[src/rtl/slpe_pkg.sv]
`timescale 1ns / 1ps
`default_nettype none

package slpe_pkg;

   // width of the duty level
   localparam int DUTY_BITS = 10;

   // field widths
   localparam int MODE_BITS  = 3;
   localparam int COUNT_BITS = 12;
   localparam int HOLD_BITS  = COUNT_BITS + 1;
   localparam int BLINK_BITS = 3;
   localparam int CSR_INDEX_BITS = 2;
   localparam int CSR_DATA_BITS  = 12;

   // pattern constants
   localparam logic [DUTY_BITS-1:0] FULL_LEVEL = DUTY_BITS'(255);
   localparam logic [HOLD_BITS-1:0] GAP_MS     = HOLD_BITS'(2);
   localparam logic [HOLD_BITS-1:0] SLOW_MS    = HOLD_BITS'(800);
   localparam logic [HOLD_BITS-1:0] FAST_MS    = HOLD_BITS'(300);
   localparam logic [HOLD_BITS-1:0] BLINK_MS   = HOLD_BITS'(100);
   localparam logic [HOLD_BITS-1:0] REST_MS    = HOLD_BITS'(1000);
   localparam logic [BLINK_BITS-1:0] BLINK_TOTAL = BLINK_BITS'(4);

   // register reset values
   localparam logic [7:0]  MAX_BRIGHTNESS_RESET = 8'd50;
   localparam logic [7:0]  STEP_DELAY_RESET     = 8'd26;
   localparam logic [11:0] PEAK_PAUSE_RESET     = 12'd656;

   // request kinds
   localparam logic REQ_TICK     = 1'b0;
   localparam logic REQ_SET_MODE = 1'b1;

   // device modes
   localparam logic [MODE_BITS-1:0] MODE_SETUP      = 3'd0;
   localparam logic [MODE_BITS-1:0] MODE_CONNECTING = 3'd1;
   localparam logic [MODE_BITS-1:0] MODE_CONNECTED  = 3'd2;
   localparam logic [MODE_BITS-1:0] MODE_NORMAL     = 3'd3;
   localparam logic [MODE_BITS-1:0] MODE_ERROR      = 3'd4;

   // register indexes
   localparam logic [CSR_INDEX_BITS-1:0] CSR_MAX_BRIGHTNESS = 2'd0;
   localparam logic [CSR_INDEX_BITS-1:0] CSR_STEP_DELAY     = 2'd1;
   localparam logic [CSR_INDEX_BITS-1:0] CSR_PEAK_PAUSE     = 2'd2;

   // pattern phase, one-hot
   typedef enum logic [6:0] {
      PH_GAP   = 7'b0000001,
      PH_ON    = 7'b0000010,
      PH_OFF   = 7'b0000100,
      PH_UP    = 7'b0001000,
      PH_PAUSE = 7'b0010000,
      PH_DOWN  = 7'b0100000,
      PH_REST  = 7'b1000000
   } phase_type;

   // running pattern
   typedef enum logic [2:0] {
      PK_NONE    = 3'd0,
      PK_SLOW    = 3'd1,
      PK_FAST    = 3'd2,
      PK_BLINK   = 3'd3,
      PK_BREATHE = 3'd4
   } pattern_type;

   typedef struct packed {
      logic                 req_type;
      logic [MODE_BITS-1:0] mode_value;
      logic                 charging;
   } req_payload_type;

   typedef struct packed {
      logic [DUTY_BITS-1:0] duty;
      logic [MODE_BITS-1:0] mode_now;
   } rsp_payload_type;

endpackage

`default_nettype wire

[src/rtl/status_led_pattern_engine_unit.sv]
`timescale 1ns / 1ps
`default_nettype none

// Status LED pattern engine. Each request transaction is either a one
// millisecond tick or a mode write; each one yields exactly one response
// carrying the LED duty level and the stored mode after that transaction.
// A transaction is accepted every cycle and its response appears in the
// response register on the next cycle; the only stall is a response that
// still waits for rsp_ready, which holds req_ready low. The csr port is
// always ready and sets the breathing peak, ramp step time and peak pause.
module status_led_pattern_engine_unit (
   input  wire logic                               clock,
   input  wire logic                               reset,
   input  wire logic                               req_valid,
   output      logic                               req_ready,
   input  wire slpe_pkg::req_payload_type          req_payload,
   output      logic                               rsp_valid,
   input  wire logic                               rsp_ready,
   output      slpe_pkg::rsp_payload_type          rsp_payload,
   input  wire logic                               csr_valid,
   output      logic                               csr_ready,
   input  wire logic [slpe_pkg::CSR_INDEX_BITS-1:0] csr_index,
   input  wire logic [slpe_pkg::CSR_DATA_BITS-1:0]  csr_data
);
   import slpe_pkg::*;

   logic [7:0]            max_brightness_ff;
   logic [7:0]            step_delay_ff;
   logic [11:0]           peak_pause_ff;

   logic [MODE_BITS-1:0]  mode_ff, mode_in;
   phase_type             phase_ff, phase_in;
   pattern_type           kind_ff, kind_in;
   logic [DUTY_BITS-1:0]  duty_ff, duty_in;
   logic [COUNT_BITS-1:0] count_ff, count_in;
   logic [BLINK_BITS-1:0] blink_ff, blink_in;

   logic                  rsp_valid_ff;
   rsp_payload_type       rsp_ff, rsp_in;

   logic                  req_fire;
   logic [HOLD_BITS-1:0]  hold_ms;
   logic [HOLD_BITS-1:0]  count_sum;
   logic [BLINK_BITS-1:0] blink_next;

   assign req_ready = !rsp_valid_ff || rsp_ready;
   assign req_fire  = req_valid && req_ready;
   assign csr_ready = 1'b1;
   assign rsp_valid   = rsp_valid_ff;
   assign rsp_payload = rsp_ff;

   // configuration registers
   always_ff @(posedge clock) begin
      if (reset) begin
         max_brightness_ff <= MAX_BRIGHTNESS_RESET;
         step_delay_ff     <= STEP_DELAY_RESET;
         peak_pause_ff     <= PEAK_PAUSE_RESET;
      end else if (csr_valid) begin
         case (csr_index)
            CSR_MAX_BRIGHTNESS: max_brightness_ff <= csr_data[7:0];
            CSR_STEP_DELAY:     step_delay_ff     <= csr_data[7:0];
            CSR_PEAK_PAUSE:     peak_pause_ff     <= csr_data;
            default: ;
         endcase
      end
   end

   // length of the current phase, zero delays count as one
   always_comb begin
      case (phase_ff)
         PH_GAP: hold_ms = GAP_MS;
         PH_ON, PH_OFF: begin
            if (kind_ff == PK_SLOW)      hold_ms = SLOW_MS;
            else if (kind_ff == PK_FAST) hold_ms = FAST_MS;
            else                         hold_ms = BLINK_MS;
         end
         PH_UP, PH_DOWN: hold_ms = (step_delay_ff == 8'd0) ? HOLD_BITS'(1)
                                                           : HOLD_BITS'(step_delay_ff);
         PH_PAUSE: hold_ms = (peak_pause_ff == 12'd0) ? HOLD_BITS'(1)
                                                      : HOLD_BITS'(peak_pause_ff);
         default: hold_ms = REST_MS;
      endcase
   end

   assign count_sum  = HOLD_BITS'(count_ff) + HOLD_BITS'(1);
   assign blink_next = blink_ff + BLINK_BITS'(1);

   // next pattern state for one transaction
   always_comb begin
      mode_in  = mode_ff;
      phase_in = phase_ff;
      kind_in  = kind_ff;
      duty_in  = duty_ff;
      count_in = count_ff;
      blink_in = blink_ff;
      if (req_payload.req_type == REQ_SET_MODE) begin
         mode_in = req_payload.mode_value;
      end else if (count_sum < hold_ms) begin
         count_in = count_sum[COUNT_BITS-1:0];
      end else begin
         count_in = '0;
         case (phase_ff)
            PH_GAP: begin
               // pattern start, mode checked only here
               if (mode_ff == MODE_NORMAL && req_payload.charging) begin
                  kind_in  = PK_BREATHE;
                  phase_in = PH_UP;
                  duty_in  = '0;
               end else if (mode_ff inside {MODE_SETUP, MODE_CONNECTING,
                                            MODE_CONNECTED}) begin
                  if (mode_ff == MODE_SETUP)           kind_in = PK_SLOW;
                  else if (mode_ff == MODE_CONNECTING) kind_in = PK_FAST;
                  else                                 kind_in = PK_BLINK;
                  blink_in = '0;
                  phase_in = PH_ON;
                  duty_in  = FULL_LEVEL;
               end else begin
                  kind_in  = PK_NONE;
                  phase_in = PH_GAP;
               end
            end
            PH_ON: begin
               phase_in = PH_OFF;
               duty_in  = '0;
            end
            PH_OFF: begin
               if (kind_ff == PK_BLINK) begin
                  blink_in = blink_next;
                  if (blink_next >= BLINK_TOTAL) begin
                     mode_in  = MODE_NORMAL;
                     phase_in = PH_GAP;
                  end else begin
                     phase_in = PH_ON;
                     duty_in  = FULL_LEVEL;
                  end
               end else begin
                  phase_in = PH_GAP;
               end
            end
            PH_UP: begin
               // rising ramp follows the live peak
               if (duty_ff < DUTY_BITS'(max_brightness_ff)) begin
                  duty_in = duty_ff + DUTY_BITS'(1);
               end else begin
                  phase_in = PH_PAUSE;
               end
            end
            PH_PAUSE: begin
               phase_in = PH_DOWN;
               duty_in  = DUTY_BITS'(max_brightness_ff);
            end
            PH_DOWN: begin
               if (duty_ff != '0) begin
                  duty_in = duty_ff - DUTY_BITS'(1);
               end else begin
                  phase_in = PH_REST;
               end
            end
            default: begin
               phase_in = PH_GAP;
            end
         endcase
      end
      rsp_in.duty     = duty_in;
      rsp_in.mode_now = mode_in;
   end

   // pattern state
   always_ff @(posedge clock) begin
      if (reset) begin
         mode_ff  <= MODE_SETUP;
         phase_ff <= PH_GAP;
         kind_ff  <= PK_NONE;
         duty_ff  <= '0;
         count_ff <= '0;
         blink_ff <= '0;
      end else if (req_fire) begin
         mode_ff  <= mode_in;
         phase_ff <= phase_in;
         kind_ff  <= kind_in;
         duty_ff  <= duty_in;
         count_ff <= count_in;
         blink_ff <= blink_in;
      end
   end

   // response register
   always_ff @(posedge clock) begin
      if (reset) begin
         rsp_valid_ff <= 1'b0;
      end else begin
         rsp_valid_ff <= req_fire || (rsp_valid_ff && !rsp_ready);
      end
   end

   always_ff @(posedge clock) begin
      if (req_fire) begin
         rsp_ff <= rsp_in;
      end
   end

endmodule

`default_nettype wire

[config.mk]
export PLATFORM = sky130hd
export DESIGN_NAME = status_led_pattern_engine_unit
export DESIGN_NICKNAME = d
export VERILOG_FILES = /design/src/rtl/slpe_pkg.sv /design/src/rtl/status_led_pattern_engine_unit.sv
export SDC_FILE = /design/constraint.sdc
export NUM_CORES = 1
export LEC_CHECK = 0
export BUFFER_PORTS_ARGS = -buffer_cell sky130_fd_sc_hd__buf_4
export CORE_MARGIN = 5
export CORE_UTILIZATION = 60
export DETAILED_ROUTE_END_ITERATION = 8
export PLACE_DENSITY = 0.82
export SLEW_MARGIN = 20
export SYNTH_ARGS = -nofsm -noshare
export SYNTH_HDL_FRONTEND = slang
export SYNTH_SLANG_ARGS = --single-unit
export TNS_END_PERCENT = 1
[constraint.sdc]
create_clock -name clock -period 5.5 [get_ports clock]
set_input_delay 1.1 -clock clock [delete_from_list [all_inputs] [get_ports clock]]
set_output_delay 1.1 -clock clock [all_outputs]
set_load 0.01 [all_outputs]
# ---- After elaboration in Yosys (flattened, before gate mapping)
# Index checks and enable logic that the tools add are counted.
# W data, S select, Z words.
dict set report op_classes {
  addsub 4
  n_lt_le_gt_ge 3
  eq_ne 19
  mux 35
  bitwise 2
  reduce_logical 23
}
# op count
set ops {}
lappend ops {{$mux W10} 9}
lappend ops {{$pmux W10 S6} 1}
lappend ops {{$pmux W12 S4} 1}
lappend ops {{$pmux W7 S6} 1}
lappend ops {{$mux W3} 10}
lappend ops {{$mux W12} 2}
lappend ops {{$mux W7} 3}
lappend ops {{$add A12 B1 Y13 const B} 1}
lappend ops {{$lt A13 B13 Y1} 1}
lappend ops {{$eq A3 B2 Y1 const B} 4}
lappend ops {{$logic_not A12 Y1} 1}
lappend ops {{$add A10 B1 Y10 const B} 1}
lappend ops {{$lt A10 B8 Y1} 1}
lappend ops {{$ne A2 B2 Y1 const B} 5}
lappend ops {{$reduce_bool A10 Y1} 1}
lappend ops {{$sub A10 B1 Y10 const B} 1}
lappend ops {{$mux W9} 1}
lappend ops {{$logic_not A8 Y1} 1}
lappend ops {{$mux W8} 1}
lappend ops {{$reduce_and A2 Y1} 4}
lappend ops {{$eq A7 B1 Y1 const B} 1}
lappend ops {{$eq A7 B2 Y1 const B} 1}
lappend ops {{$eq A7 B3 Y1 const B} 1}
lappend ops {{$eq A7 B4 Y1 const B} 1}
lappend ops {{other kinds (23)} 32}
dict set report word_totals {
  ff_bits 80
  inputBits 24
  output_inout_bits 16
  word_cells 98
}

# ---- Depth between registers and ports, before layout
# Gate-level depths: netlist of run 1.
dict set report logic_depth {
  word_depth 7
  depth_mapped 17
  mapped_depth_nobuf 13
}

# ---- Worst setup path after synthesis of run 1
# No wires, ideal clock.
dict set report synth_path {
  path_kind {reg2reg}
  start {register phase_ff[1]}
  end {register rsp_ff (netlist bit rsp_payload[4]) (data pin)}
  setup_time_ns 0.256
  arrival_time_ns 3.392
  setup_slack_ns 1.852
  stages_incl_launch_ff 16
  synth_period_minus_slack_ns 3.648
  cell_sequence {dfxtp_1 or4_1 buf_2 a211oi_2 a21oi_1 a31o_2 a221oi_1 ha_1 nand4_1 nor3_1 o221ai_1 nand3_1 buf_2 and2_1 nand3_1 a22o_1}
}
dict set report synth_between {
  elab_chain_len 6
  elab_cells_between_ends 13
  classes_between {order compare (1); eq/ne (6); mux (4); reduce/logical (2)}
}
# item line
set synth_rtl {}
lappend synth_rtl {{start, declared} status_led_pattern_engine_unit.sv:32} ;# phase_type phase_ff, phase_in;
lappend synth_rtl {{start signal, assigned} status_led_pattern_engine_unit.sv:179} ;# phase_ff <= phase_in;
lappend synth_rtl {{$eq A7 B6 Y1, or another cell as far along} {status_led_pattern_engine_unit.sv:70, status_led_pattern_engine_unit.sv:102}}
lappend synth_rtl {{$reduce_or A2 Y1} status_led_pattern_engine_unit.sv:70} ;# case (phase_ff)
lappend synth_rtl {{$pmux W12 S4} status_led_pattern_engine_unit.sv:70}
lappend synth_rtl {{$lt A13 B13 Y1} status_led_pattern_engine_unit.sv:98} ;# end else if (count_sum < hold_ms) begin
lappend synth_rtl {{$mux W10 *} status_led_pattern_engine_unit.sv:98}
lappend synth_rtl {{$mux W10 *} status_led_pattern_engine_unit.sv:96} ;# if (req_payload.req_type == REQ_SET_MODE) begin
lappend synth_rtl {{net duty_in[1]} status_led_pattern_engine_unit.sv:34} ;# logic [DUTY_BITS-1:0] duty_ff, duty_in;
lappend synth_rtl {{end signal, assigned} status_led_pattern_engine_unit.sv:198} ;# rsp_ff <= rsp_in;
lappend synth_rtl {{end, declared} status_led_pattern_engine_unit.sv:39} ;# rsp_payload_type rsp_ff, rsp_in;
# Mark *: on every way through the listed nets, which the timed path passes. The rest lies on a longest branch.
# A chain may end at the register's enable or synchronous reset.

# ---- Worst setup path after layout of run 1
# Same ends and word-level chain as after synthesis.

==> flow_metrics.tcl, run 1 <==
set metrics [dict create \
    num_rows 32 \
    groute.usage.overall_pct 25.8 \
    synth_simple_gate_area_share_pct 26.6 \
    timing_worst_slew_pin_value_ns 0.965 \
    cts-buffers-inserted 9 \
    path_common_cell "nand3_1" \
    initial_utilization_pct 62.2 \
    slowest_stage "or4_1" \
    finalSetupViolations 0 \
    numPortBuffers 38 \
    synthMuxAreaShare_pct 2.88 \
    ys_warn_count 0 \
    grt_max_degree 59 \
    htreeDepth 3 \
    die_h_um 100 \
    dp_hpwl_mm 9.17 \
    leakage_nw 2.14 \
    routed_via_density 6.48 \
    synth_top_area_cell "dfxtp_1" \
    synth_area_per_cell_sq_um 8.05 \
    crit_fanout 23 \
    cts_resized 0 \
    yosysMostFrequentCell "nand2_1" \
    syn_inst 604 \
    worstSkewPairLatency_ns 0.37 \
    timing.rr.start "phase_ff[1]" \
    startpoint_type "register" \
    cts_tree "built" \
    yosysSeqAreaShare_pct 35.6 \
    routed_wirelength_mm 12.7 \
    critPathCapture "rsp_payload[4]" \
    antenna_found_initial 0 \
    timing.reg2reg.setup_slack_ns 1.31 \
    rsz0062_at_grt "no" \
    syn_to_final_growth_pct 9.99 \
    drive_above_1_share_pct 11.2 \
    synthXorXnorAreaFrac_pct 3.06 \
    first_iter_violations 385 \
    highest_layer "met4" \
    cp-end-kind "register" \
    critical-path-top-delay-family "compound AO/OA/AOI/OAI gates" \
    met3_wirelength_um 982 \
    post-route-period-util_pct 76.2 \
    routed-wl-met2_mm 5.84 \
    status "complete, no violations" \
    min_period_ns 4.19 \
    vdd_ir_drop_max_mv 0.286 \
    hp-class "reg2reg" \
    cts.sinks 80 \
    timing.setup.tns_ns 0 \
    syn_nets 650 \
    post_drt_wl_per_cell_um 17.5 \
    synth_top_cells_by_area "dfxtp_1 (28%), edfxtp_1 (8.0%), ha_1 (5.7%)" \
    fmax_mhz 239 \
    synth_top_cell_area_share_pct 27.6 \
    powerDensity_nw_per_um2 436 \
    grt-ovfl-total 0 \
    r2r_end "rsp_payload[4]" \
    post_cts.repair.setup_buffers 0 \
    ys_types 69 \
    arrival_ns 4.31 \
    drv_slew 0 \
    ys_seq_elements 80 \
    syn-cell-area_sq_um 4860 \
    hold_violations 0 \
    finalPower_mw 2.33 \
    cts_hold_buf 0 \
    grt_first_pass_wirelength_mm 21.2 \
    cpPeakStageDelay_ns 0.70 \
    drc 0 \
    clock_path_buffers 2 \
    vias 4706 \
    yosys-top-cells-count "nand2_1 (71), nor2_1 (68), dfxtp_1 (67)" \
    dieArea_sq_um 10000 \
    clock-root-buffer "clkbuf_8" \
    path_class "reg2reg" \
    synth_compound_area_share_pct 21.6 \
    synth-edff-count 13 \
    maxCapViolCount 0 \
    coreArea_sq_um 7810 \
    cp-startpoint "phase_ff[1]" \
    synth_fa_ha_area_share_pct 5.66 \
    synth_top_family_by_area "simple AND/OR/NAND/NOR gates" \
    synthArstFlopShare_pct 0 \
    rr_worst_depth 14 \
    path_cells "or4_1 > a211oi_2 > a21oi_1 > a31o_2 > a221oi_1 > ha_1 > nand4_1 > nor3_1 > o221ai_1 > nand3_1 > buf_4 > and2_1 > nand3_1 > a22o_1" \
    drtPass1Iterations 5 \
    ys.flop_type "dfxtp_1" \
    required_ns 5.62 \
    cp_num_buf_inv 1 \
    fin_skew_ns 0.00844 \
    cp.depth 14 \
    ant_nets 0 \
    first_global_vias 4374 \
    die_width_um 100 \
    wl_met1_mm 5.46 \
    fin_nets 665 \
    place_congestion 0.936 \
    antenna_cells 0 \
    cts.reportedPaths.clkPinSlew_ns 0.08 \
    max-slew-margin-rel_pct 35.4 \
    ios 40 \
]
## tightest hold or removal path, cell delays in order, from the launching register on
cell     delay [ns]
dfxtp_1        0.32
nand2_1        0.05
a21oi_1        0.06
## logic make-up (layout without fill, tap and decap cells)
| logic type | Yosys count | in the layout |
|---|---|---|
| fa+ha+maj | 22 | 22 |
| compound gates | 153 | 153 |
| xor+xnor | 17 | 17 |
| other cells | 1 | 1 |
| buf+inv | 53 | 73 |
| mux | 14 | 14 |
| flops | 80 | 80 |
| simple gates | 264 | 264 |
## metrics by stage
| step | hold slack (ns) | instances | instance area (sq um) | setup WS, ns | utilization (%) |
|---|---|---|---|---|---|
| 5_1_grt | 0.494 | 726 | 5350 | 0.848 | 68.5 |
| 6_report | 0.473 | 726 | 5350 | 1.31 | 68.5 |
| 3_3_place_gp | 0.451 | 710 | 5140 | 1.53 | 65.8 |
| 4_1_cts | 0.476 | 726 | 5350 | 1.35 | 68.5 |
| 3_5_place_dp | 0.465 | 710 | 5140 | 1.37 | 65.8 |
| 2_1_floorplan | 0.436 | 604 | 4860 | 1.85 | - |
## layer usage
layer,vias to the layer above,track usage (%)
li1,2244,-
met1,2173,34.7
met2,244,40.8
met3,45,4.38
met4,0,11.7
met5,-,0
## cell usage in the layout (no fill, tap or decap), types with 3 or more instances in the layout
master / instances
nand2_1: 71
nor2_1: 68
dfxtp_1: 67
a21oi_1: 50
buf_4: 41
nand3_1: 26
o21ai_0: 24
ha_1: 22
nor3_1: 19
inv_1: 15
mux2i_1: 14
edfxtp_1: 13
nand2b_1: 11
nand4_1: 11
clkbuf_8: 11
nor4_1: 10
xnor2_1: 10
a221oi_1: 9
o211ai_1: 7
or3_1: 7
xor2_1: 7
nor2b_1: 7
a2bb2oi_1: 7
nand3b_1: 6
o221ai_1: 5
and3_1: 5
and2_1: 5
a31o_2: 4
o2bb2ai_1: 4
o31ai_1: 4
a41oi_1: 3
a31oi_1: 3
nor3b_1: 3
a211oi_1: 3
a21boi_0: 3
nor4b_1: 3
or4_1: 3
## layout make-up
type                    instances  area, sq um
flip-flops and latches         80         1730
clock buffers                  12          176
well taps                     102          128
fillers                       659         2460
clock inverters                 4         31.3
multi-input cells             471         2910
inverters                      16         60.1
repair buffers                 41          308
## where the power goes
part | switching, mW | leakage, nW | total [mW] | internal [mW]
Clock | 0.232 | 0.105 | 0.451 | 0.219
Sequential | 0.0943 | 0.674 | 0.780 | 0.685
Combinational | 0.662 | 1.36 | 1.10 | 0.438
Total | 0.989 | 2.14 | 2.33 | 1.34
## flip-flops by register name (all words and copies together), names as in the netlist, 3 cells and up
signal and cells:
step_delay_ff 8, count_ff 12, peak_pause_ff 12, blink_ff 3, phase_ff 7, duty_ff 10
max_brightness_ff 8, kind_ff 3, rsp_payload 13, mode_ff 3
## worst min path at each step
stage                                start  depth (start not counted)          endpoint  slack [ns]
after floorplan           peak_pause_ff[0]                          2  peak_pause_ff[0]        0.44
after global routing      peak_pause_ff[0]                          2  peak_pause_ff[0]        0.49
final                     peak_pause_ff[0]                          2  peak_pause_ff[0]        0.47
after global placement    peak_pause_ff[0]                          2  peak_pause_ff[0]        0.45
after detailed placement  peak_pause_ff[0]                          2  peak_pause_ff[0]        0.47
after CTS                 peak_pause_ff[0]                          2  peak_pause_ff[0]        0.48
(Power assumes the default switching activity.)
==> inputs of run 2 (changes only) <==
==> constraint.sdc (replaced) <==
create_clock -name clock -period 4.2 [get_ports clock]
set_input_delay 0.84 -clock clock [delete_from_list [all_inputs] [get_ports clock]]
set_output_delay 0.84 -clock clock [all_outputs]
set_load 0.01 [all_outputs]
==> run 2 against run 1 <==
  * Wire length increased by 1.7%
  * Count of clock-buffer cells in the layout unchanged
  * Sequential cell count unchanged
  * Hold slack hardly changed
  * Sequential power is 29% higher
  * Clock power rose by 34%
  * First-iteration DRC count rose by 8.3%
  * Clock skew rose by 0.0041 ns
  * Critical endpoint unchanged
  * Largest power group unchanged
==> flow_metrics.tcl, run 2 (synthesis gave the netlist of run 1 again) <==
set metrics [dict create \
    worstSkewPairLatency_ns 0.37 \
    min_period_ns 3.95 \
    place_congestion 0.959 \
    hp-class "reg2reg" \
    path_class "reg2reg" \
    cts.sinks 80 \
    hold_path_depth 2 \
    drc 0 \
    grt-ovfl-total 0 \
    leakage_nw 2.19 \
    fmax_mhz 253 \
    dp_hpwl_mm 9.27 \
    required_ns 4.32 \
    htreeDepth 3 \
    pre_cts_slack_ns 0.137 \
    fin_skew_ns 0.0125 \
    grt_first_pass_wirelength_mm 21.3 \
    place_area_sq_um 5190 \
    initial_utilization_pct 62.2 \
    arrival_ns 4.08 \
    final_common_cell "nand2_1" \
    fin_area_sq_um 5420 \
    clock-root-buffer "clkbuf_8" \
    final_cell_mix "nand2_1 (70), nor2_1 (68), dfxtp_1 (67), a21oi_1 (50), buf_4 (49)" \
    vias 4731 \
    clock_path_buffers 2 \
    die_h_um 100 \
    vdd_ir_drop_max_mv 0.266 \
    ant_nets 0 \
    startpoint_type "register" \
    routed_via_density 6.45 \
    routed_wirelength_mm 12.9 \
    cts_tree "built" \
    cp-end-kind "register" \
    ios 40 \
    crit_fanout 12 \
    dieArea_sq_um 10000 \
    status "complete, no violations" \
    cts.reportedPaths.clkPinSlew_ns 0.09 \
    post_layout_nonfiller_instances 734 \
    powerDensity_nw_per_um2 576 \
    antenna_cells 0 \
    grt_max_degree 58 \
    groute.usage.overall_pct 26.2 \
    max-slew-margin-rel_pct 44.7 \
    largest_reg_flops 13 \
    placed_cells 717 \
    first_global_vias 4447 \
    drv_slew 0 \
    antenna_found_initial 0 \
    finalSetupViolations 0 \
    fin_nets 673 \
    drtPass1Iterations 5 \
    slowest_stage "or4_4" \
    path_cells "or4_4 > a211oi_2 > a21oi_1 > a31o_2 > a221oi_1 > ha_1 > nand4_1 > nor3_1 > o221ai_1 > nand3_2 > buf_4 > and2_1 > nand3_1 > a22o_1" \
    post-route-period-util_pct 94.1 \
    syn_to_final_growth_pct 11.5 \
    post_drt_wl_per_cell_um 17.6 \
    drive_above_1_share_pct 12.5 \
    rr_worst_depth 14 \
    cpPeakStageDelay_ns 0.60 \
    fin_util_pct 69.4 \
    maxCapViolCount 0 \
    die_width_um 100 \
    first_iter_violations 417 \
    numPortBuffers 38 \
    num_rows 32 \
    fin_ws_ns 0.249 \
    hold_violations 0 \
    cts_hold_buf 0 \
    cts-buffers-inserted 9 \
    timing_worst_slew_pin_value_ns 0.829 \
    coreArea_sq_um 7810 \
    timing.setup.tns_ns 0 \
]
[run 2: worst paths after layout]
path	endpoint	slack [ns]	from
max	rsp_payload[4]	0.25	phase_ff[2]
min	peak_pause_ff[0]	0.47	peak_pause_ff[0]
max reg2reg	rsp_payload[4]	0.25	phase_ff[2]
min reg2reg	peak_pause_ff[0]	0.47	peak_pause_ff[0]
[run 2: repair_timing]
action / 4_1_cts / 5_1_grt
gates resized for setup: 0 / 3
endpoints found under the setup margin: 0 / 51
setup buffers: 0 / 1
[run 2: layer usage]
metal / GRT usage [%] / share of wire [%]
met1: 34.5 / 42
met2: 43.5 / 48
met3: 4.93 / 8.4
met4: 8.39 / 2.1
met5: 0 / 0
[run 2: cell type report]
cell class                      count  area (sq um)
Clock inverter                      4          52.6
Inverter                           16          60.1
Multi-Input combinational cell    471          2920
Sequential cell                    80          1730
Tap cell                          102           128
Timing Repair Buffer               49           368
Fill cell                         653          2390
Clock buffer                       12           156
[run 2: stage by stage]
step                      hold WS, ns  power (mW)
after detailed placement        0.460        2.44
after global placement          0.451        2.40
after CTS                       0.471        3.04
after floorplan                 0.436        2.09
final                           0.474        3.12
after global routing            0.485        3.33
[run 2: power by group]
part           total (mW)  leakage (nW)  internal [mW]  switching (mW)
logic                1.51          1.41          0.610           0.897
registers            1.01         0.674          0.898           0.113
clock network       0.605         0.106          0.312           0.293
total                3.12          2.19           1.82            1.30
[run 2: worst max-delay path, delay by kind of cell (launching register included)]
family / cells / cell delay, ns
flip-flops: 1 / 0.39
adder cells (fa/ha/maj): 1 / 0.19
AO/OA/AOI/OAI: 6 / 1.48
buffers and inverters: 1 / 0.18
AND/OR/NAND/NOR: 6 / 1.46
==> inputs of run 3 (changes only) <==
--- a/config.mk
+++ b/config.mk
@@ -9,6 +9,7 @@
 export CORE_MARGIN = 5
 export CORE_UTILIZATION = 60
 export DETAILED_ROUTE_END_ITERATION = 8
+export HOLD_SLACK_MARGIN = 0.15
 export PLACE_DENSITY = 0.82
 export SLEW_MARGIN = 20
 export SYNTH_ARGS = -nofsm -noshare
==> constraint.sdc (replaced) <==
create_clock -name clock -period 3.65 [get_ports clock]
set_input_delay 0.73 -clock clock [delete_from_list [all_inputs] [get_ports clock]]
set_output_delay 0.73 -clock clock [all_outputs]
set_load 0.01 [all_outputs]
==> run 3 against run 2 <==
  * Wire length up 0.71%
  * First-iteration DRC count fell by 16%
  * Maximum frequency is 16% higher
  * Cell area rose by 1.0%
==> flow_metrics.tcl, run 3 (synthesis gave the netlist of run 1 again) <==
set metrics [dict create \
    status "complete, no violations" \
    cts.reportedPaths.clkPinSlew_ns 0.09 \
    clock_path_buffers 2 \
    leakage_nw 2.22 \
    fin_nets 680 \
    arrival_ns 3.54 \
    grt_first_pass_wirelength_mm 21.5 \
    dieArea_sq_um 10000 \
    final_cell_mix "nand2_1 (70), nor2_1 (68), dfxtp_1 (66), buf_4 (56), a21oi_1 (50)" \
    met2_usage_pct 44.1 \
    die_width_um 100 \
    antenna_cells 0 \
    num_rows 32 \
    drtPass1Iterations 6 \
    fin_area_sq_um 5470 \
    syn_to_final_growth_pct 12.6 \
    cts-buffers-inserted 9 \
    cts_resized 0 \
    hp-class "reg2reg" \
    hold_violations 0 \
    maxCapViolCount 0 \
    min_period_ns 3.41 \
    place_area_sq_um 5250 \
    clock-root-buffer "clkbuf_8" \
    rsz0062_at_grt "yes" \
    placed_cells 725 \
    required_ns 3.78 \
    coreArea_sq_um 7810 \
    groute.usage.overall_pct 26.4 \
    place_congestion 0.929 \
    startpoint_type "register" \
    cp-end-kind "register" \
    path_common_cell "nand3_1" \
    vdd_ir_drop_max_mv 0.306 \
    ant_nets 0 \
    grt_util_met3_pct 4.79 \
    fmax_mhz 294 \
    final_common_cell "nand2_1" \
    path_cells "or4_1 > a211oi_2 > a21oi_1 > a31o_2 > a221oi_2 > ha_1 > nand4_1 > nor3_1 > o221ai_1 > nand3_1 > buf_4 > and2_2 > nand3_1 > a22o_1" \
    post_drt_wl_per_cell_um 17.5 \
    vias 4789 \
    grt.busiest_layer "met2" \
    largest_reg_flops 13 \
    worstSkewPairLatency_ns 0.37 \
    first_iter_violations 349 \
    routed_wirelength_mm 13.0 \
    first_global_vias 4451 \
    antenna_found_initial 0 \
    gr-usage-met1_pct 33.7 \
    routed_via_density 6.46 \
    cts.sinks 80 \
    drive_above_1_share_pct 14.2 \
    numPortBuffers 38 \
    drv_slew 0 \
    htreeDepth 3 \
    post-route-period-util_pct 93.3 \
    cts_hold_buf 0 \
    final.fill_count 655 \
    slowest_stage "or4_1" \
    initial_utilization_pct 62.2 \
    powerDensity_nw_per_um2 656 \
    max-slew-margin-rel_pct 34.2 \
    timing.setup.tns_ns 0 \
    post_cts.repair.setup_buffers 0 \
    cts_tree "built" \
    grt-ovfl-total 0 \
    post_layout_nonfiller_instances 741 \
    fin_skew_ns 0.00827 \
    die_h_um 100 \
    worst_hold_slack_ns 0.470 \
    timing_worst_slew_pin_value_ns 0.983 \
    ios 40 \
    path_class "reg2reg" \
    grt_max_degree 38 \
    cpPeakStageDelay_ns 0.57 \
    crit_fanout 12 \
    finalSetupViolations 0 \
    dp_hpwl_mm 9.39 \
    drc 0 \
]
-- run 3: final cells by class --
type / count / area [sq um] / share of cell area (%)
clock buffers: 11 / 153 / 2.79
multi-input cells: 471 / 2940 / 53.8
repair buffers: 56 / 420 / 7.68
clock inverters: 5 / 36.3 / 0.663
inverters: 16 / 60.1 / 1.10
flip-flops and latches: 80 / 1730 / 31.7
well taps: 102 / 128 / 2.33
-- run 3: metrics by stage --
step           power [mW]  utilization (%)  worst slack (ns)
2_1_floorplan        2.40                -           0.00213
3_3_place_gp         2.85             67.2             0.237
3_5_place_dp         2.88             67.2             0.110
4_1_cts              3.53             69.7            0.0968
5_1_grt              3.83             70.1            0.0168
6_report             3.59             70.1             0.243
-- run 3: layer usage --
metal  wire length (um)  part of all wire (%)
met3                875                   6.7
met5                  0                     0
met1               5540                    43
met4                410                   3.2
met2               6170                    47
-- run 3: critical path, delay by kind of cell, from the launching register on --
family,cells,cell delay [ns]
flip-flops,1,0.32
buffers and inverters,1,0.19
AND/OR/NAND/NOR,6,1.33
AO/OA/AOI/OAI,6,1.15
adder cells (fa/ha/maj),1,0.19
-- run 3: worst paths after layout --
| check | to | slack (ns) | depth (start not counted) | start |
|---|---|---|---|---|
| hold / removal | peak_pause_ff[0] | 0.47 | 2 | peak_pause_ff[0] |
| setup reg to reg | rsp_payload[4] | 0.24 | 14 | phase_ff[1] |
| hold reg to reg | peak_pause_ff[0] | 0.47 | 2 | peak_pause_ff[0] |
| setup / recovery | rsp_payload[4] | 0.24 | 14 | phase_ff[1] |
-- run 3: where the power goes --
part	leakage, nW	switching (mW)	internal (mW)
Sequential	0.675	0.114	1.03
Clock	0.0958	0.356	0.293
Combinational	1.45	1.06	0.736
